--- src/hdl/diru_pkg.sv ---
`timescale 1ns / 1ps

package diru_pkg;

   localparam int MANT_WIDTH  = 96;
   localparam int LIMB_WIDTH  = 32;
   localparam int SCALE_WIDTH = 5;
   localparam int ACT_WIDTH   = 2;
   localparam int DIGIT_WIDTH = 4;

   localparam logic [SCALE_WIDTH-1:0] MAX_SCALE = 5'd28;

   localparam logic [ACT_WIDTH-1:0] ACT_TRUNCATE = 2'd0;
   localparam logic [ACT_WIDTH-1:0] ACT_FLOOR    = 2'd1;
   localparam logic [ACT_WIDTH-1:0] ACT_ROUND    = 2'd2;
   localparam logic [ACT_WIDTH-1:0] ACT_NEGATE   = 2'd3;

   // 2^32 = 10 * LIMB_QUOT + LIMB_REM
   localparam logic [LIMB_WIDTH-1:0] LIMB_QUOT = 32'd429496729;
   localparam logic [32:0]           LIMB_REM  = 33'd6;

   // ceil(2^36 / 10): exact quotient by ten for 33-bit dividends
   localparam logic [32:0] DIV_MAGIC = 33'h19999999A;
   localparam int          DIV_SHIFT = 36;

   localparam logic [1:0] LAST_LIMB = 2'd2;

   typedef struct packed {
      logic load;
      logic step;
      logic digit_end;
      logic finish;
   } cmd_type;

endpackage

--- src/hdl/diru_ctrl.sv ---
`timescale 1ns / 1ps

module diru_ctrl (
   input  logic                               clock,
   input  logic                               reset,
   input  logic                               start,
   input  logic [diru_pkg::ACT_WIDTH-1:0]     req_action,
   input  logic [diru_pkg::SCALE_WIDTH-1:0]   req_scale,
   output logic                               busy,
   output logic                               rsp_valid,
   output diru_pkg::cmd_type                  cmd
);

   localparam logic [1:0] ST_IDLE   = 2'd0;
   localparam logic [1:0] ST_DIVIDE = 2'd1;
   localparam logic [1:0] ST_FINISH = 2'd2;

   logic [1:0]                          state_ff, state_in;
   logic [diru_pkg::SCALE_WIDTH-1:0]    digits_ff, digits_in;
   logic [1:0]                          limb_ff, limb_in;
   logic                                done_ff, done_in;
   logic [diru_pkg::SCALE_WIDTH-1:0]    sat_scale;
   logic                                accept;

   assign accept    = start && (state_ff == ST_IDLE);
   assign sat_scale = (req_scale > diru_pkg::MAX_SCALE) ? diru_pkg::MAX_SCALE : req_scale;
   assign busy      = (state_ff != ST_IDLE);
   assign rsp_valid = done_ff;

   always_comb begin
      state_in  = state_ff;
      digits_in = digits_ff;
      limb_in   = limb_ff;
      done_in   = 1'b0;
      cmd       = '0;
      case (state_ff)
         ST_IDLE: begin
            if (accept) begin
               cmd.load  = 1'b1;
               digits_in = sat_scale;
               limb_in   = '0;
               if ((req_action == diru_pkg::ACT_NEGATE) || (sat_scale == '0)) begin
                  state_in = ST_FINISH;
               end else begin
                  state_in = ST_DIVIDE;
               end
            end
         end
         ST_DIVIDE: begin
            cmd.step = 1'b1;
            if (limb_ff == diru_pkg::LAST_LIMB) begin
               cmd.digit_end = 1'b1;
               limb_in       = '0;
               digits_in     = digits_ff - 5'd1;
               if (digits_ff == 5'd1) begin
                  state_in = ST_FINISH;
               end
            end else begin
               limb_in = limb_ff + 2'd1;
            end
         end
         ST_FINISH: begin
            cmd.finish = 1'b1;
            done_in    = 1'b1;
            state_in   = ST_IDLE;
         end
         default: begin
            state_in = ST_IDLE;
         end
      endcase
   end

   always_ff @(posedge clock) begin
      if (reset) begin
         state_ff  <= ST_IDLE;
         digits_ff <= '0;
         limb_ff   <= '0;
         done_ff   <= 1'b0;
      end else begin
         state_ff  <= state_in;
         digits_ff <= digits_in;
         limb_ff   <= limb_in;
         done_ff   <= done_in;
      end
   end

endmodule

--- config.mk ---
export PLATFORM = sky130hd
export DESIGN_NAME = diru_ctrl
export DESIGN_NICKNAME = d
export VERILOG_FILES = /design/src/hdl/diru_pkg.sv /design/src/hdl/diru_ctrl.sv
export SDC_FILE = /design/constraint.sdc
export NUM_CORES = 1
export LEC_CHECK = 0
export CORE_AREA = 3 3 40 42
export DETAILED_ROUTE_END_ITERATION = 8
export DIE_AREA = 0 0 43 45
export DONT_BUFFER_PORTS = 1
export PLACE_DENSITY = 0.62
export SLEW_MARGIN = 10
export SYNTH_ARGS = -nofsm -noshare
export SYNTH_HDL_FRONTEND = slang
export SYNTH_SLANG_ARGS = --single-unit
--- constraint.sdc ---
create_clock -name clock -period 1.4 [get_ports clock]
set_clock_uncertainty 0.1 [all_clocks]
set_input_delay 0.28 -clock clock [delete_from_list [all_inputs] [get_ports clock]]
set_output_delay 0.28 -clock clock [all_outputs]
set_load 0.05 [all_outputs]
==> flow_summary.yaml, run 1 <==
synth:
  syn_inst: 70
  syn-mean-instance-area_um2: 9.116
  synth_seq_area_share: 0.3137
  ys_types: 41
  postSynth.asyncResetShare: 0
  ys_ff_latch: 10
  syn-cell-area_um2: 638.1
  synthFlopType: "dfxtp_1"
  yosysTopAreaCellShare: 0.3137
  synth_edf_count: 0
  yosysWarnings: 0
  synth_area_leaders: "dfxtp_1 31%, a22oi_1 4.7%, ha_1 3.9%, inv_1 3.5%, a2bb2oi_1 2.7%"
  syn_nets: 82
  synth_top_area_cell: "dfxtp_1"
sta:
  fin_ws_ps: -177.8
  setup_viol: 10
  maxSlewHeadroom: 0.6850
  fin_crit_ps: 1578
  worst_slew_pin_slew_ps: 471.8
  hold_viol: 0
  drv_slew: 0
  rsz0062_at_grt: "true"
  fmax_ghz: 0.6338
  fin_crit_sh: 1.127
critical_path:
  crit_fanout: 6
  path_delay_family: "buffers and inverters"
  cpMaxStageDelayCell: "dfxtp_2"
  crit_arrival_ps: 1200
  startpoint_type: "flop"
  cp_num_buf_inv: 3
  cp_cell_sequence: "buf_6, nand4bb_4, clkinvlp_4, buf_8"
  reg2reg_depth: 7
  cpPeakStageDelay_ps: 330
  critical_path_class: "reg2out"
  cp-end-kind: "output port"
  cp.required_ps: 1020
  path_depth: 4
die:
  core_area_um2: 1285
  die_area_um2: 1935
  num_io_pins: 16
  num_rows: 13
  initial_core_util: 0.4966
  chipHeight_um: 45
  die_w_um: 43
cells_and_area:
  drive_gt1_frac: 0.6214
  finalNetCount: 117
  final_area_um2: 1125
  diodes: 0
  area_growth_syn_to_layout_pct: 76.27
  fin_util: 0.8754
placed_design:
  place_area_um2: 819.5
  dp_slack_ps: -118.4
  gp_congestion: 0.8271
  hpwl_um: 1298
  port_buffers: 0
status:
  violations: "setup timing"
  status: "complete, but fails checks"
drt:
  dr.pass1.iters: 6
  ant_nets: 0
  drtIter0Drc: 19
  via_per_inst: 6.331
  wl_per_cell_um: 22.24
  routed_wirelength_um: 2624
  post-route-drc-count: 0
  via_count: 747
power_and_ir_drop:
  p_leak_nw: 0.4425
  power_density_nw_per_um2: 1083
  peakVddDrop_mv: 0.9805
clock_tree:
  cts.sinks: 10
  clkTransAtPathRegs_ps: 80
  cts-htree-levels: 1
  cts_tree: "yes"
  numCtsBuffers: 3
  clock_latency_ps: 260
  root_buffer: "clkbuf_4"
  clock_path_buffers: 2
grt:
  met2_usage: 0.4431
  antenna_found_initial: 0
  overflow: 0
  grt_max_degree: 8
  grt_pass1_wl_um: 3601
  track_usage: 0.2619
  use_met1: 0.2978
  use_met3: 0.08367
  grt_pass1_vias: 713
  grt-busiest-layer: "met2"
min_path:
  min_path_type: "in2reg"
  holdPathStages: 1
run:
  cap_violations: 0
## cell usage in the layout, fill, tap and decap left out, drive strengths merged, types with 2 or more instances in the layout
cell,Yosys,layout
a21oi,2,2
dfxtp,10,10
o32ai,3,3
nor3,3,3
inv,7,6
clkbuf,1,3
nand2b,2,2
nand2,2,2
a22oi,4,4
a221oi,2,2
ha,2,2
buf,3,33
a2bb2oi,2,2
or3b,2,2
nor2,4,4
nand3,2,2
## synth_stat cells (2+ instances only)
master / count
o32ai_1: 2
a21oi_1: 2
dfxtp_1: 10
nor3_1: 3
a22oi_1: 4
nand2b_1: 2
nor2_1: 3
nand2_1: 2
nand3_1: 2
buf_4: 2
a2bb2oi_1: 2
ha_1: 2
inv_1: 6
## where the power goes
group	internal [mW]	switching [mW]	leakage, nW
registers	0.320	0.0423	0.0838
logic	0.334	0.316	0.345
clock network	0.0992	0.107	0.0138
## worst register-to-register path, stage by stage (launching register included)
cell and delay, ps:
dfxtp_2 350, buf_6 120, nand4bb_4 150, clkinvlp_4 120
buf_4 150, buf_6 120, o211ai_1 170, a31oi_1 100
## layer usage
metal / routed length, µm / vias up / share of wire
li1: - / 330 / -
met1: 1016 / 358 / 0.39
met2: 1305 / 51 / 0.50
met3: 233 / 8 / 0.089
met4: 68 / 0 / 0.026
met5: 0 / - / 0
## final cells by class
| cell class | count | area (µm²) |
|---|---|---|
| repair buffers | 34 | 320.3 |
| fillers | 63 | 160.2 |
| multi-input cells | 48 | 504.2 |
| flip-flops and latches | 10 | 207.7 |
| well taps | 15 | 18.77 |
| inverters | 8 | 51.30 |
| clock buffers | 3 | 22.52 |
## cells by family (layout without fill, tap and decap cells)
group / after synthesis / after routing / share of synthesized area
buffers and inverters: 12 / 45 / 0.1137
AO/OA/AOI/OAI: 20 / 20 / 0.2647
AND/OR/NAND/NOR: 26 / 26 / 0.2687
adder cells (fa/ha/maj): 2 / 2 / 0.03921
flip-flops: 10 / 10 / 0.3137
## registers in the layout (all words and copies together), names as in the netlist
name       count
digits_ff      5
limb_ff        2
state_ff       2
rsp_valid      1
## worst paths after layout
kind                    start      endpoint  slack (ps)
setup / recovery  state_ff[1]        cmd[1]        -180
hold / removal          reset  digits_ff[4]          20
setup reg to reg  state_ff[1]  digits_ff[0]        -110
hold reg to reg    limb_ff[0]    limb_ff[1]         430
## per-stage QoR
| step | hold slack (ps) | cells | setup TNS [ps] | power [mW] |
|---|---|---|---|---|
| 6_report | 19.16 | 118 | -1106 | 1.218 |
| 5_1_grt | 4.903 | 118 | -1421 | 1.263 |
| 4_1_cts | 27.48 | 111 | -624.6 | 1.086 |
| 3_5_place_dp | 247.8 | 98 | -246.3 | 0.7882 |
| 3_3_place_gp | 245.6 | 98 | -128.4 | 0.7827 |
| 2_1_floorplan | 338.8 | 70 | 0 | 0.6574 |
## timing repair
item	in CTS	in global routing
gates resized for setup	15	16
endpoints found under the setup margin	12	14
setup buffers	10	8
pin swaps	8	13
hold buffers	1	0
hold endpoints to repair	5	0
Power figures use the tool's default switching activity.
==> run 2: changes to the inputs <==
- PLACE_DENSITY: 0.62 -> 0.72
==> flow_summary.yaml, run 2 (synthesis results as in run 1) <==
status:
  status: "complete, but fails checks"
  violations: "setup timing"
critical_path:
  reg2reg_to: "digits_ff[1]"
  regToRegSetupSlack_ps: -110
  cp_num_buf_inv: 3
  reg2reg_depth: 7
  startpoint_type: "flop"
  cpMaxStageDelayCell: "dfxtp_2"
  cp.required_ps: 1020
  crit_fanout: 5
  critical_path_class: "reg2out"
  cp-end-kind: "output port"
  cpPeakStageDelay_ps: 330
  crit_arrival_ps: 1220
  timing.rr.start: "state_ff[1]"
  path_delay_family: "buffers and inverters"
  cp_cell_sequence: "buf_6, nand4bb_4, clkinvlp_4, buf_8"
min_path:
  min_path_type: "in2reg"
  min_to: "digits_ff[4]"
  holdPathStages: 1
  hold_start: "reset"
clock_tree:
  cts_tree: "yes"
  cts.sinks: 10
  root_buffer: "clkbuf_4"
  cts-htree-levels: 1
  clock_latency_ps: 280
  numCtsBuffers: 3
  clock_path_buffers: 2
  clkTransAtPathRegs_ps: 70
cells_and_area:
  final_cell_count_no_fill: 114
  fillers: 57
  drive_gt1_frac: 0.6263
  largest_register_ffs: 5
  largestRegisters: "digits_ff x5, limb_ff x2, state_ff x2"
  final_common_cell: "buf_4"
  area_growth_syn_to_layout_pct: 75.10
  diodes: 0
  multi_input_area_um2: 523.0
  final_cell_mix: "17 x buf_4, 6 x dfxtp_1, 6 x buf_6"
  seq_area_um2: 205.2
  finalNetCount: 112
  top_register: "digits_ff"
drt:
  via_count: 733
  drtIter0Drc: 23
  wl_per_cell_um: 21.84
  routed_wirelength_um: 2490
  ant_nets: 0
  dr.pass1.iters: 4
  via_per_inst: 6.430
  post-route-drc-count: 0
grt:
  grt_max_degree: 9
  grt-busiest-layer: "met2"
  overflow: 0
  antenna_found_initial: 0
  met2_usage: 0.4042
  use_met3: 0.1036
  grt_pass1_wl_um: 3291
  grt_pass1_vias: 721
  use_met1: 0.2506
  track_usage: 0.2448
die:
  initial_core_util: 0.4966
  core_area_um2: 1285
  num_io_pins: 16
  die_area_um2: 1935
  num_rows: 13
  die_w_um: 43
  chipHeight_um: 45
sta:
  hold_viol: 0
  setup_viol: 11
  setup_tns_ps: -1190
  fin_crit_sh: 1.142
  fmax_ghz: 0.6257
  maxSlewHeadroom: 0.6866
  worst_slew_pin_slew_ps: 469.5
  rsz0062_at_grt: "true"
  fin_crit_ps: 1598
  drv_slew: 0
  fin_ws_ps: -198.1
placed_design:
  gp_congestion: 0.8694
  port_buffers: 0
  hpwl_um: 1260
  placed_cells: 98
run:
  cap_violations: 0
power_and_ir_drop:
  peakVddDrop_mv: 0.8002
  power_density_nw_per_um2: 1136
  p_leak_nw: 0.4179
## run 2: timing repair
| action | CTS | global route |
|---|---|---|
| setup buffers | 5 | 5 |
| setup endpoints to repair | 10 | 13 |
| gates resized for setup | 13 | 19 |
| endpoints found under the hold margin | 5 | 1 |
| hold buffers | 1 | 1 |
| pin swaps | 5 | 10 |
## run 2: through the flow
stage / area [µm²] / setup WS (ps) / util / hold WS [ps] / power [mW]
6_report: 1117 / -198.1 / 0.8695 / 9.516 / 1.270
5_1_grt: 1117 / -247.0 / 0.8695 / 7.194 / 1.319
4_1_cts: 959.7 / -194.2 / 0.7468 / 12.33 / 1.129
3_5_place_dp: 819.5 / -116.3 / 0.6378 / 245.6 / 0.7848
3_3_place_gp: 819.5 / -58.34 / 0.6378 / 246.2 / 0.7764
2_1_floorplan: 678.2 / 3.810 / - / 338.8 / 0.6574
## run 2: worst reg2reg max path, stage by stage (launching register included)
cell and delay (ps):
dfxtp_2 330, buf_6 120, nand4bb_4 210, clkinvlp_4 130, buf_4 110, buf_6 110
nor2_4 50, a221oi_2 260
## run 2: area by class of cell
cell class	instances	share of cell area
sequential	10	0.1837
multi-input combinational	48	0.4681
timing repair buffer	29	0.2553
inverter	8	0.04367
clock buffer	4	0.03247
tap	15	0.01680
## run 2: routing by layer
metal  up-vias  wire [µm]
met1       346        893
met5         -          0
met4         0        131
met3        15        246
li1        324          -
met2        48       1218
## run 2: worst max-delay path by stage
stage           startpoint           end  slack (ps)  depth (start not counted)
3_5_place_dp   state_ff[1]  digits_ff[2]        -120                          4
2_1_floorplan  state_ff[1]  digits_ff[1]           4                          5
3_3_place_gp   state_ff[1]  digits_ff[2]         -60                          4
5_1_grt        state_ff[1]        cmd[1]        -250                          4
4_1_cts        state_ff[1]        cmd[1]        -190                          4
6_report       state_ff[1]        cmd[1]        -200                          4
## run 2: where the power goes
part           switching (mW)  total [mW]  internal (mW)
Combinational           0.312       0.639          0.327
Sequential             0.0339       0.353          0.319
Clock                   0.119       0.278          0.159
Total                   0.465        1.27          0.805
